## config.mk

```make
export PLATFORM = sky130hd
export DESIGN_NAME = spi_register_write_serializer
export DESIGN_NICKNAME = d
export VERILOG_FILES = /design/src/sv/srws_pkg.sv /design/src/sv/srws_engine.sv /design/src/sv/spi_register_write_serializer.sv
export SDC_FILE = /design/constraint.sdc
export NUM_CORES = 1
export LEC_CHECK = 0
export BUFFER_PORTS_ARGS = -buffer_cell sky130_fd_sc_hd__clkbuf_2
export CAP_MARGIN = 0
export CORE_MARGIN = 3
export CORE_UTILIZATION = 31
export CTS_BUF_LIST = sky130_fd_sc_hd__clkbuf_16
export CTS_CLUSTER_DIAMETER = 120
export CTS_CLUSTER_SIZE = 8
export DETAILED_ROUTE_END_ITERATION = 12
export PLACE_DENSITY = 0.56
export SYNTH_ARGS = -nofsm -noshare
export SYNTH_HDL_FRONTEND = slang
export SYNTH_SLANG_ARGS = --single-unit
```

## constraint.sdc

```tcl
create_clock -name i_clk -period 6.2 [get_ports i_clk]
set_clock_uncertainty 0.05 [all_clocks]
set_input_delay 0.31 -clock i_clk [delete_from_list [all_inputs] [get_ports i_clk]]
set_output_delay 0.31 -clock i_clk [all_outputs]
set_load 0.005 [all_outputs]
```

## src/sv/srws_pkg.sv

```systemverilog
`timescale 1ns / 1ps

package srws_pkg;

    localparam int ADDR_BITS_DEF = 8;
    localparam int DATA_BITS_DEF = 16;

    localparam logic [15:0] PHASE_TICKS_RST = 16'd500;

    typedef struct packed {
        logic        command;
        logic [7:0]  reg_address;
        logic [15:0] reg_value;
    } t_in_item;

    typedef struct packed {
        logic chip_select_n;
        logic serial_clock;
        logic serial_data_out;
        logic busy_res;
        logic rejected;
    } t_out_item;

endpackage

```

## src/sv/srws_engine.sv

```systemverilog
`timescale 1ns / 1ps

module srws_engine
    import srws_pkg::*;
#(
    parameter int ADDR_BITS = ADDR_BITS_DEF,
    parameter int DATA_BITS = DATA_BITS_DEF
) (
    input  logic        i_clk,
    input  logic        i_rst_n,
    input  logic        i_step,
    input  logic [15:0] i_phase_ticks,
    input  t_in_item    i_item,
    output t_out_item   o_result
);

    localparam int FRAME_BITS = ADDR_BITS + DATA_BITS;
    localparam int BL_W       = $clog2(FRAME_BITS + 1);
    localparam int IDX_W      = $clog2(FRAME_BITS);

    localparam logic [1:0] PH_SETUP = 2'd0;
    localparam logic [1:0] PH_HIGH  = 2'd1;
    localparam logic [1:0] PH_LOW   = 2'd2;

    logic [FRAME_BITS-1:0] r_frame_shift, n_frame_shift;
    logic [BL_W-1:0]       r_bits_left, n_bits_left;
    logic [1:0]            r_phase, n_phase;
    logic [15:0]           r_phase_timer, n_phase_timer;
    logic                  r_active, n_active;
    logic                  r_in_guard, n_in_guard;

    logic [15:0]           limit;
    logic [31:0]           addr_ext;
    logic [31:0]           data_ext;
    logic [BL_W-1:0]       bits_m1;
    logic [IDX_W-1:0]      bit_idx;
    logic [16:0]           timer_sum;

    assign limit    = (i_phase_ticks == '0) ? 16'd1 : i_phase_ticks;
    assign addr_ext = 32'(i_item.reg_address);
    assign data_ext = 32'(i_item.reg_value);

    always_comb begin
        n_frame_shift = r_frame_shift;
        n_bits_left   = r_bits_left;
        n_phase       = r_phase;
        n_phase_timer = r_phase_timer;
        n_active      = r_active;
        n_in_guard    = r_in_guard;
        o_result      = '0;

        // take or drop the request first
        if (i_item.command) begin
            if (r_active || r_in_guard) begin
                o_result.rejected = 1'b1;
            end else begin
                n_frame_shift = {addr_ext[ADDR_BITS-1:0], data_ext[DATA_BITS-1:0]};
                n_bits_left   = BL_W'(FRAME_BITS);
                n_phase       = PH_SETUP;
                n_phase_timer = '0;
                n_active      = 1'b1;
            end
        end

        bits_m1 = n_bits_left - 1'b1;
        bit_idx = bits_m1[IDX_W-1:0];

        o_result.chip_select_n   = ~n_active;
        o_result.serial_clock    = n_active && (n_phase == PH_HIGH);
        o_result.serial_data_out = n_active ? n_frame_shift[bit_idx] : n_frame_shift[0];
        o_result.busy_res        = n_active || n_in_guard;

        // advance the phase timer
        timer_sum = {1'b0, n_phase_timer} + 17'd1;
        if (n_active || n_in_guard) begin
            if (timer_sum >= {1'b0, limit}) begin
                n_phase_timer = '0;
                if (n_active) begin
                    if (n_phase < PH_LOW) begin
                        n_phase = n_phase + 2'd1;
                    end else begin
                        n_phase = PH_SETUP;
                        if (n_bits_left != '0) begin
                            n_bits_left = n_bits_left - 1'b1;
                        end
                        if (n_bits_left == '0) begin
                            n_active   = 1'b0;
                            n_in_guard = 1'b1;
                        end
                    end
                end else begin
                    n_in_guard = 1'b0;
                end
            end else begin
                n_phase_timer = timer_sum[15:0];
            end
        end
    end

    always_ff @(posedge i_clk) begin
        if (!i_rst_n) begin
            r_frame_shift <= '0;
            r_bits_left   <= '0;
            r_phase       <= PH_SETUP;
            r_phase_timer <= '0;
            r_active      <= 1'b0;
            r_in_guard    <= 1'b0;
        end else if (i_step) begin
            r_frame_shift <= n_frame_shift;
            r_bits_left   <= n_bits_left;
            r_phase       <= n_phase;
            r_phase_timer <= n_phase_timer;
            r_active      <= n_active;
            r_in_guard    <= n_in_guard;
        end
    end

endmodule

```

## src/sv/spi_register_write_serializer.sv

```systemverilog
`timescale 1ns / 1ps
// A tick's result is formed combinationally and captured in the output
// register at the edge that accepts the transfer. One tick per cycle while
// the sink does not stall a waiting result; the frame state and phase timer
// update in one pass, and a single output register parts the two channels.
// Reset (i_rst_n low, synchronous): idle, chip select high, phase_ticks 500.

module spi_register_write_serializer
    import srws_pkg::*;
#(
    parameter int ADDR_BITS = ADDR_BITS_DEF,
    parameter int DATA_BITS = DATA_BITS_DEF
) (
    input  logic        i_clk,
    input  logic        i_rst_n,
    input  logic        i_in_valid,
    output logic        o_in_stall,
    input  t_in_item    i_in_item,
    output logic        o_out_valid,
    input  logic        i_out_stall,
    output t_out_item   o_out_item,
    input  logic        psel,
    input  logic        penable,
    input  logic        pwrite,
    input  logic [2:0]  paddr,
    input  logic [31:0] pwdata,
    output logic [31:0] prdata,
    output logic        pready
);

    localparam logic REG_PHASE_TICKS = 1'b0;

    logic [15:0] r_phase_ticks;
    logic        r_out_valid, n_out_valid;
    t_out_item   r_out_item;
    t_out_item   result;
    logic        step;

    assign pready = 1'b1;
    assign prdata = (paddr[2] == REG_PHASE_TICKS) ? 32'(r_phase_ticks) : 32'd0;

    always_ff @(posedge i_clk) begin
        if (!i_rst_n) begin
            r_phase_ticks <= PHASE_TICKS_RST;
        end else if (psel && penable && pwrite && pready
                     && paddr[2] == REG_PHASE_TICKS) begin
            r_phase_ticks <= pwdata[15:0];
        end
    end

    // hold off input only while a result waits and the sink stalls
    assign o_in_stall = r_out_valid && i_out_stall;
    assign step       = i_in_valid && !o_in_stall;

    srws_engine #(
        .ADDR_BITS (ADDR_BITS),
        .DATA_BITS (DATA_BITS)
    ) u_engine (
        .i_clk         (i_clk),
        .i_rst_n       (i_rst_n),
        .i_step        (step),
        .i_phase_ticks (r_phase_ticks),
        .i_item        (i_in_item),
        .o_result      (result)
    );

    always_comb begin
        n_out_valid = r_out_valid;
        if (step) begin
            n_out_valid = 1'b1;
        end else if (!i_out_stall) begin
            n_out_valid = 1'b0;
        end
    end

    always_ff @(posedge i_clk) begin
        if (!i_rst_n) begin
            r_out_valid <= 1'b0;
        end else begin
            r_out_valid <= n_out_valid;
        end
    end

    always_ff @(posedge i_clk) begin
        if (step) begin
            r_out_item <= result;
        end
    end

    assign o_out_valid = r_out_valid;
    assign o_out_item  = r_out_item;

endmodule

```

==> results.md, run 1 <==
- Final core occ: about 38%
- Post-synthesis simple-gate area fraction: about a quarter
- Vias in the first global route: approximately 3700
- Area grow syn2layout: 17.02%
- Vias: 3906
- Post-synthesis mux area share: around 4.1%
- Synth warnings: 0
- Asr flop ratio synth: 0%
- H-tree levels: 3
- Clk_lat worst skew: roughly 330 ps
- Hold Path Class: input port to flop
- WL per Instance: roughly 14 µm
- WL met3: ~500 µm
- WS Path Type: flop to flop
- CP Max Fanout: 31
- GRT Util Overall: 14.81%
- DRT Pass-1 Iters: 5
- DRC Markers: 0
- Headroom to the max-slew limit: between 30% and 40%
- ANT cells: 0
- Compound-Gate Fraction of Synth Area: between 10% and 20%
- Dpl cell area: 4603 µm²
- VDD IR max: about 0.13 mV
- CTS tree: done
- Sequential area share after synthesis: 35.05%
- Port-buffer cells: 71
- Actual slew at the worst max-slew pin: 977.6 ps
- Vias per inst: about 5.0
- Setup violators final: 0
- Outcome: complete, no violations
- Final hold violation count: 0
- Post-synthesis cell count: around 550
- Clock Path Buffers: 2
- DRT Wirelength: 10740 µm
- Root buf cell: clkbuf_16
- Finished Layout Cells: roughly 780
- Final net count: roughly 690
- Synth Area in XOR/XNOR: 2.086%
- Slew Limit Fails: 0
- Max Used Layer: met4
- Clk slew on worst S/H paths: about 60 ps
- Adder-Cell Fraction of Synth Area: approximately 5.7%
- Clk sink count: a little over 70
- Detailed Place HPWL: 7741 µm
- Crit. End Element: flop
- Crit path DAT: 5010 ps
- Dominant combinational cell family by area after synthesis: simple AND/OR/NAND/NOR gates
- GPL Wtd Cong: approximately 0.83
- Grt ovf: 0
- Metal-1 WL: approximately 5300 µm
- First-pass GRT wire length: 18040 µm
- Core ar.: ~13000 µm²
- Post-CTS Setup Bufs: 0
- Die H: about 120 µm
- Crit path launch type: flop
- Max-Cap Viols: 0
- DP Cell Count: 760
- Final antenna-violating net count: 0
- Hold buffers post-CTS: 0
- DIE WIDTH: ~120 µm
- WHS: 147.1 ps
- Initial antenna violation count: 0
- Met2 wire len: between 4000 and 5000 µm
- P per Cell Area: around 230 nW/µm²
- IO Pins: between 100 and 150
- P_leak: ~1.9 nW
- Worst path required time: approximately 6400 ps
- Drt initial violations: between 150 and 200
- Fin crit period: about 4800 ps
- Netlist Area Pre-Place: ~4200 µm²
- Fraction of layout cells with a size suffix above 1: roughly 17%
- RSZ-0062 raised after global routing: no
- Final Cell Area: 4912 µm²
- Largest net degree at the start of global routing: 55
- Top_reg_cell synth: dfxtp_1
- # rows: 41
- Post-synth EDFFs: 5
- Setup TNS Final: 0 ps
- Synth cell types: between 60 and 70
- Fmax: around 0.21 GHz
- Cts bufs inserted: 9
- Count of cells resized by post-cts repair: 0
- Initial Util: roughly a third
- Die ar.: between 10000 and 15000 µm²
- Number of synthesized register bits: slightly above 70
- Final period util: 77.69%
- Syn avg cell area: a little under 8 µm²
[Yosys cell counts (2+ instances only)]
cell type	number	area [µm²]
nand2_1	117	439.2
a21oi_1	66	330.3
dfxtp_1	66	1321
nor2_1	39	146.4
clkbuf_1	24	90.09
inv_1	23	86.33
nand3_1	23	115.1
ha_1	19	237.7
buf_4	17	127.6
nor3_1	12	60.06
o21ai_0	11	55.05
o211ai_1	10	75.07
mux2i_1	9	90.09
xnor2_1	7	61.31
nand4_1	6	37.54
nor2b_1	6	37.54
o31ai_1	6	45.04
edfxtp_1	5	150.1
nand2b_1	5	31.28
nor4_1	5	31.28
buf_1	4	15.01
nor3b_1	4	30.03
or3_1	4	25.02
and2_1	3	18.77
o311a_1	3	30.03
or4_1	3	22.52
xor2_1	3	26.28
a31oi_1	2	12.51
a41o_1	2	20.02
and4b_1	2	20.02
conb_1	2	7.510
mux4_2	2	45.04
o21a_1	2	15.01
o311ai_0	2	17.52
or3b_2	2	17.52
[layer usage]
metal,GRT usage (%),vias to the layer above
li1,-,1981
met1,20.92,1823
met2,22.98,94
met3,2.535,8
met4,4.759,0
met5,0,-
[where the power goes]
group	switching, W	internal, W
clock	0.000199	0.000333
combinational	0.0000808	0.0000491
sequential	0.00000997	0.000478
[metrics by stage]
step / power [W] / setup WS, ps
floorplan: 0.0005896 / 1826
global placement: 0.0006253 / 1472
detailed placement: 0.0006280 / 1425
CTS: 0.001162 / 1392
global route: 0.001206 / 1053
finish: 0.001149 / 1383
[flip-flops by register name (all words and copies together), names as in the netlist]
name	count
o_out_item	5
o_out_valid	1
r_phase_ticks	16
u_engine.r_active	1
u_engine.r_bits_left	5
u_engine.r_frame_shift	24
u_engine.r_in_guard	1
u_engine.r_phase	2
u_engine.r_phase_timer	16
[logic make-up (layout without fill, tap and decap cells)]
logic type	after synthesis	count (layout)
AND/OR/NAND/NOR	240	240
adder cells (fa/ha/maj)	19	19
AO/OA/AOI/OAI	120	120
other	2	17
flip-flops	71	71
multiplexers	13	13
XOR/XNOR	10	10
buffers and inverters	71	114
[critical path, cell delays in order, from the launching register on]
cell and delay (ps):
dfxtp_1 510, or3b_4 470, and2_1 280, ha_1 260
nand4_1 120, or4_4 460, or3_1 360, a21oi_1 200
ha_1 270, nand4_1 100, nor2_1 50, o22a_1 200
a221oi_2 620, buf_4 400, o311ai_0 180, a31oi_1 200
[cell type report]
type                            instances  area, µm²
Fill cell                            1350       8015
Multi-Input combinational cell        419       2449
Sequential cell                        71       1471
Timing Repair Buffer                   74      377.9
Clock buffer                           10      250.2
Tap cell                              172      215.2
Inverter                               24      90.09
Clock inverter                          6      58.81
[path summary, 6_finish.rpt]
path | to | slack [ps] | cells past startpoint | start
setup / recovery | u_engine.r_bits_left[0]$_SDFFE_PN0P_ | 1380 | 15 | u_engine.r_active$_SDFFE_PN0P_
hold / removal | u_engine.r_frame_shift[12]$_SDFFE_PN0P_ | 150 | 3 | i_in_item[12]
setup reg to reg | u_engine.r_bits_left[0]$_SDFFE_PN0P_ | 1380 | 15 | u_engine.r_active$_SDFFE_PN0P_
hold reg to reg | u_engine.r_frame_shift[12]$_SDFFE_PN0P_ | 400 | 2 | u_engine.r_frame_shift[12]$_SDFFE_PN0P_
[cells in the final DEF (no fill, tap or decap), drive strengths merged, types with 6 or more instances in the layout]
master | synthesis | routed
conb | 2 | 17
o21ai | 11 | 11
o211ai | 10 | 10
mux2i | 9 | 9
xnor2 | 7 | 7
inv | 24 | 25
clkbuf | 24 | 81
o31ai | 7 | 7
dfxtp | 66 | 66
nor2b | 6 | 6
a21oi | 66 | 66
ha | 19 | 19
nand2 | 117 | 117
nand3 | 23 | 23
nand4 | 6 | 6
nor2 | 39 | 39
nor3 | 12 | 12
(Power assumes the default switching activity.)
==> run 2: changes to the inputs <==
Settings changed: ABC_AREA set to 1.
Clock period 6.2 ns to 4.6 ns, I/O delays scaled along.
==> run 2 against run 1 <==
Global-route usage about the same. Clock-buffer cell count unchanged. Utilization decreased by 0.51 points. Non-clock buffer count unchanged. Sequential cell count unchanged. Worst hold slack got worse by 84 ps. Sequential power increased by 37%. First-iteration DRC count increased by 48%.
==> results.md, run 2 <==
- Outcome: complete, no violations
- VDD IR max: between 0.1 and 0.15 mV
- Initial antenna violation count: 0
- Crit. End Element: flop
- Netlist Area Pre-Place: 4324 µm²
- Core ar.: 13450 µm²
- IO Pins: roughly 110
- Commonest cells after routing, fill and taps aside: nand2_1 (128), nor2_1 (106), clkbuf_2 (71)
- H-tree levels: 3
- HP Start: i_in_item[2]
- Post-CTS Setup Bufs: 0
- Sequential area share after synthesis: approximately a third
- Worst path required time: roughly 4800 ps
- Final hold violation count: 0
- Final net count: between 700 and 800
- Final antenna-violating net count: 0
- Crit path launch type: flop
- Fraction of layout cells with a size suffix above 1: between 10% and 20%
- DIE WIDTH: 124.1 µm
- Count of cells resized by post-cts repair: 0
- WS Path Type: flop to flop
- ANT cells: 0
- Hold Path Cell Cnt: 3
- Launching point of the worst reg2reg path: u_engine.r_active$_SDFFE_PN0P_
- Synth warnings: 0
- Slowest CP cell: dfxtp_1
- Max-Cap Viols: 0
- Post-synthesis cell count: between 600 and 700
- GRT Util Overall: between 10 and 15%
- CP Max Fanout: 15
- Die ar.: ~15000 µm²
- Fin crit period: about 3700 ps
- Fmax: around 0.27 GHz
- Worst Hold Path EP: u_engine.r_frame_shift[2]$_SDFFE_PN0P_
- Grt ovf: 0
- First-pass GRT wire length: 18140 µm
- DRT Pass-1 Iters: 5
- Cts bufs inserted: 9
- Top_reg_cell synth: dfxtp_1
- WHS: 62.60 ps
- Asr flop ratio synth: 0%
- Most frequent cell after synthesis: nand2_1
- Synth area leaders: dfxtp_1 (31%), nand2_1 (11%), nor2_1 (9.2%)
- Area grow syn2layout: 16.64%
- Slew Limit Fails: 0
- Vias per inst: between 4 and 5
- Hold Path Class: input port to flop
- Max reg flops: 24
- Top reg by flops: u_engine.r_frame_shift
- Number of synthesized register bits: between 70 and 80
- Setup violators final: 0
- Headroom to the max-slew limit: between 40% and 50%
- Syn avg cell area: about 6.8 µm²
- Post-synth EDFFs: 5
- P_leak: roughly 2.3 nW
- Clk_lat worst skew: roughly 340 ps
- WL per Instance: about 12 µm
- Drt initial violations: between 200 and 300
- Biggest regs: u_engine.r_frame_shift: 24 flops, r_phase_ticks: 16 flops, u_engine.r_phase_timer: 16 flops
- Synth cell types: 36
- Crit path DAT: between 3000 and 4000 ps
- CP startpoint: u_engine.r_active$_SDFFE_PN0P_
- Root buf cell: clkbuf_16
- RSZ-0062 raised after global routing: no
- Port-buffer cells: 71
- GPL Wtd Cong: around 0.81
- Clk sink count: 71
- Actual slew at the worst max-slew pin: ~860 ps
- Final period util: 81.26%
- Reg2Reg Setup Slack: between 800 and 900 ps
- Synth cell count leaders: nand2_1 (128), nor2_1 (106), dfxtp_1 (66), inv_1 (66), o21ai_0 (54)
- Die H: about 120 µm
- Post-synth top area cell: dfxtp_1
- Vias: between 4000 and 5000
- Layout fillers: about 1500
- Crit path cell chain: inv_2, nand2_8, nand2_1, inv_1, ha_1, nor3b_4, nand2_1, nor2_1, xnor2_1, ha_1, a21oi_1, nor3_1, nor3_1, nand2_1, nand2_1, nand2_1, nand2_1, nand2_4, nor2_4, nand2_1, a21oi_1
- P per Cell Area: between 300 and 400 nW/µm²
- Most common cell after layout, fill and taps aside: nand2_1
- Worst reg2reg path depth: 21
- Largest net degree at the start of global routing: 44
- Detailed Place HPWL: 7808 µm
- CTS tree: done
- Hold buffers post-CTS: 0
- Total power: roughly 0.0016 W
- Setup TNS Final: 0 ps
- # rows: 42
- Clock Path Buffers: 2
- Post-synth top area share: 30.56%
- Initial Util: 32.14%
- Vias in the first global route: a little under 4000
- Clk slew on worst S/H paths: ~60 ps
- R2r endpoint: u_engine.r_phase_timer[13]$_SDFFE_PN0P_
- DRC Markers: 0
- Critical Path Most Common Cell: nand2_1
- Max incr delay on CP: approximately 520 ps
- DRT Wirelength: ~11000 µm
run 2: area by class of cell:
cell class	instances	area, µm²	area share (%)
multi-input combinational	473	2406	47.71
inverter	69	259.0	5.135
tap	176	220.2	4.366
timing repair buffer	74	377.9	7.492
sequential	71	1471	29.17
clock buffer	10	250.2	4.962
clock inverter	6	58.81	1.166
run 2: logic make-up (layout without fill, tap and decap cells):
group | count (synthesis) | in the layout | share of synthesized area [%]
other | 2 | 17 | 0.1737
buffers and inverters | 111 | 159 | 11.63
adder cells (fa/ha/maj) | 19 | 19 | 5.498
AND/OR/NAND/NOR | 300 | 300 | 30.21
flip-flops | 71 | 71 | 34.03
XOR/XNOR | 14 | 14 | 2.835
AO/OA/AOI/OAI | 123 | 123 | 15.63
run 2: worst max-delay path: cells and delay by family, from the launching register on:
kind	cells	cell delay [ps]
DFF	1	520
AOI/OAI and AO/OA	2	310
and+or+nand+nor	14	1920
xor gates and xnor gates	1	160
adders and majority gates	2	460
buffers and inverters	2	200
run 2: how the worst max path moves through the flow:
stage / slack, ps / cells past startpoint / end
after floorplan: 1080 / 24 / u_engine.r_phase_timer[10]$_SDFFE_PN0P_
after global placement: 970 / 21 / u_engine.r_phase_timer[0]$_SDFFE_PN0P_
after detailed placement: 880 / 21 / u_engine.r_phase_timer[14]$_SDFFE_PN0P_
after CTS: 840 / 21 / u_engine.r_phase_timer[14]$_SDFFE_PN0P_
after global routing: 500 / 21 / u_engine.r_phase_timer[0]$_SDFFE_PN0P_
final: 860 / 21 / u_engine.r_phase_timer[13]$_SDFFE_PN0P_
run 2: per-layer routing:
layer	GRT usage (%)	wire length (µm)	vias to the layer above
li1	-	-	2160
met1	19.51	5121	1899
met2	23.28	4969	104
met3	3.179	512	15
met4	6.571	223	0
met5	0	0	-
run 2: report_power, final:
| group | switching [W] | leakage [nW] | total (W) | internal [W] |
|---|---|---|---|---|
| logic | 0.000155 | 1.59 | 0.000239 | 0.0000833 |
| clock network | 0.000273 | 0.151 | 0.000722 | 0.000449 |
| registers | 0.0000159 | 0.588 | 0.000668 | 0.000653 |
run 2: stage by stage:
step | area [µm²] | setup WS [ps] | util (%) | std cells
after detailed placement | 4735 | 880.7 | 35.19 | 863
after global placement | 4735 | 965.5 | 35.19 | 863
final | 5044 | 862.0 | 37.49 | 879
after global routing | 5044 | 503.3 | 37.49 | 879
after floorplan | 4380 | 1081 | - | 655
after CTS | 5044 | 837.6 | 37.49 | 879
==> run 3: changes to the inputs <==
Settings changed: PLACE_DENSITY 0.56 to 0.58.
Clock period 4.6 ns to 3.16 ns, I/O delays scaled along.
==> run 3 against run 2 <==
Design area is 13% higher. Worst hold slack worse by 51 ps. Via count is 2.2% higher. Global-route usage is 0.62 points higher. Clock power is 43% higher. Register-to-register slack worse by 820 ps. Largest cell class unchanged. Largest power group unchanged. Highest routed layer unchanged.
==> results.md, run 3 (synthesis gave the netlist of run 2 again) <==
- Worst reg2reg path depth: 22
- CTS tree: done
- Initial Util: about a third
- Setup TNS Final: 0 ps
- Clk sink count: 71
- GPL Wtd Cong: roughly 0.85
- Commonest cells after routing, fill and taps aside: nand2_1 (120), nor2_1 (100), clkbuf_2 (71)
- Slew Limit Fails: 0
- Final period util: 98.75%
- Actual slew at the worst max-slew pin: just under 1000 ps
- DRT Wirelength: between 10000 and 15000 µm
- WHS: between 10 and 15 ps
- Core ar.: between 10000 and 15000 µm²
- DRT Pass-1 Iters: 4
- Clock power share: approximately 43%
- Port-buffer cells: 71
- Die H: ~120 µm
- Vias: between 4000 and 5000
- Critical Path Most Common Cell: nand2_1
- DRC Markers: 0
- Drt initial violations: between 200 and 250
- RSZ-0062 raised after global routing: yes
- WS Path Type: flop to flop
- Fin crit period: around 3100 ps
- VDD IR max: 0.2872 mV
- Final net count: 839
- Fmax: roughly 0.32 GHz
- P_leak: ~2.6 nW
- Hold Path Cell Cnt: 3
- Crit path launch type: flop
- Reg2Reg Setup Slack: roughly 40 ps
- Final antenna-violating net count: 0
- Slowest CP cell: dfxtp_4
- Setup violators final: 0
- ANT cells: 0
- Area grow syn2layout: 31.60%
- Outcome: complete, no violations
- Max incr delay on CP: 380 ps
- H-tree levels: 3
- Seq. cell area: ~1500 µm²
- Vias in the first global route: about 4000
- Clk slew on worst S/H paths: 60 ps
- Die ar.: between 15000 and 20000 µm²
- CP Max Fanout: 7
- Grt ovf: 0
- Launching point of the worst reg2reg path: u_engine.r_in_guard$_SDFFE_PN0P_
- Layout fillers: 1396
- Worst Hold Path EP: u_engine.r_frame_shift[7]$_SDFFE_PN0P_
- Max-Cap Viols: 0
- IO Pins: approximately 110
- Crit path cell chain: nor2_4, nand2_8, nand2_4, inv_4, ha_4, nor3b_4, nand2_2, xor2_2, ha_1, a21o_1, nor2_1, nand3_2, nand2_1, nand2_1, nand2_1, nand2_1, nand2_2, nand2_4, nor2_4, clkbuf_16, nand2_2, a21oi_2
- Root buf cell: clkbuf_16
- Max reg flops: 24
- WL per Instance: 12.26 µm
- Clk_lat worst skew: between 300 and 400 ps
- P per Cell Area: between 400 and 500 nW/µm²
- Clock Path Buffers: 2
- Seq pwr share: roughly 40%
- Most common cell after layout, fill and taps aside: nand2_1
- Worst path required time: around 3400 ps
- First-pass GRT wire length: roughly 19000 µm
- Hold Path Class: input port to flop
- PnR worst setup slack: 39.35 ps
- GRT Util Overall: around 15%
- Sw power: 0.0006770 W
- Cts bufs inserted: 9
- Combinational Power Share: 17.0%
- Switching Share: 28.18%
- Multi-input logic area: between 2000 and 3000 µm²
- Crit. End Element: flop
- Biggest regs: u_engine.r_frame_shift: 24 flops, r_phase_ticks: 16 flops, u_engine.r_phase_timer: 16 flops
- HP Start: i_in_item[7]
- Fraction of layout cells with a size suffix above 1: a little under a quarter
- Headroom to the max-slew limit: 33.82%
- Pre-CTS setup slack: -47.98 ps
- Largest net degree at the start of global routing: 43
- CP startpoint: u_engine.r_in_guard$_SDFFE_PN0P_
- DIE WIDTH: approximately 120 µm
- Cell internal pwr: ~0.0017 W
- R2r endpoint: u_engine.r_phase_timer[2]$_SDFFE_PN0P_
- Vias per inst: about 4.6
- Detailed Place HPWL: ~8000 µm
- Crit path DAT: approximately 3300 ps
- Final hold violation count: 0
- Top reg by flops: u_engine.r_frame_shift
- # rows: 42
- Initial antenna violation count: 0
[run 3: cell count changes in the layout (fill, tap and decap cells not counted), moves of 3 or more]
| cell | before | now |
|---|---|---|
| a21oi_2 | 3 | 9 |
| xor2_2 | 0 | 3 |
| xor2_1 | 10 | 7 |
| clkinv_4 | 0 | 3 |
| nor2_1 | 106 | 100 |
| a21oi_1 | 50 | 44 |
| nand2_1 | 128 | 120 |
| nand2_2 | 2 | 8 |
| nor2_2 | 2 | 7 |
| buf_4 | 3 | 37 |
| dlygate4sd3_1 | 0 | 19 |
[run 3: through the flow]
step,total power [W],area [µm²],util [%],std cells
2_1_floorplan,0.001251,4422,-,655
3_3_place_gp,0.001365,5016,37.29,896
3_5_place_dp,0.001367,5016,37.29,896
4_1_cts,0.002423,5532,41.12,931
5_1_grt,0.002536,5690,42.30,934
6_report,0.002402,5690,42.30,934
[run 3: power by group through the flow]
| stage | logic [W] | clock network (W) | registers, W |
|---|---|---|---|
| 6_report | 0.000408 | 0.00103 | 0.000969 |
| 5_1_grt | 0.000469 | 0.00109 | 0.000973 |
| 4_1_cts | 0.000398 | 0.00106 | 0.000969 |
| 3_5_place_dp | 0.000378 | 0 | 0.000989 |
| 3_3_place_gp | 0.000377 | 0 | 0.000988 |
| 2_1_floorplan | 0.000267 | 0 | 0.000984 |
[run 3: area by class of cell]
| cell class | instances | share of cell area, % |
|---|---|---|
| Timing Repair Buffer | 129 | 15.26 |
| Inverter | 69 | 4.639 |
| Clock buffer | 9 | 3.958 |
| Sequential cell | 71 | 25.99 |
| Tap cell | 176 | 3.870 |
| Multi-Input combinational cell | 473 | 44.99 |
| Clock inverter | 7 | 1.297 |
[run 3: worst max path at each step]
stage	end	slack, ps	depth (start not counted)
after CTS	u_engine.r_phase_timer[9]$_SDFFE_PN0P_	10	22
after global routing	u_engine.r_phase_timer[4]$_SDFFE_PN0P_	-230	22
after detailed placement	u_engine.r_phase_timer[11]$_SDFFE_PN0P_	-50	20
final	u_engine.r_phase_timer[2]$_SDFFE_PN0P_	40	22
after global placement	u_engine.r_phase_timer[3]$_SDFFE_PN0P_	-40	19
after floorplan	u_engine.r_phase_timer[11]$_SDFFE_PN0P_	20	25
[run 3: layer usage]
layer	GRT usage [%]	vias up	routed length (µm)
met5	0	-	0
met3	2.498	17	418
met1	21.39	1898	5731
met4	6.297	0	251
met2	23.82	83	5048
li1	-	2272	-
[run 3: repair_timing]
item	in CTS	in global routing
endpoints found under the setup margin	24	25
setup buffers	0	2
gates resized for setup	6	30
pin swaps	1	26
endpoints found under the hold margin	19	0
gates cloned	0	1
hold buffers	19	0
[run 3: critical path, delay by kind of cell, from the launching register on]
family | cells | cell delay [ps]
AND/OR/NAND/NOR | 15 | 1430
flip-flops | 1 | 380
adder cells (fa/ha/maj) | 2 | 430
buffers and inverters | 2 | 240
AO/OA/AOI/OAI | 2 | 290
XOR/XNOR | 1 | 220
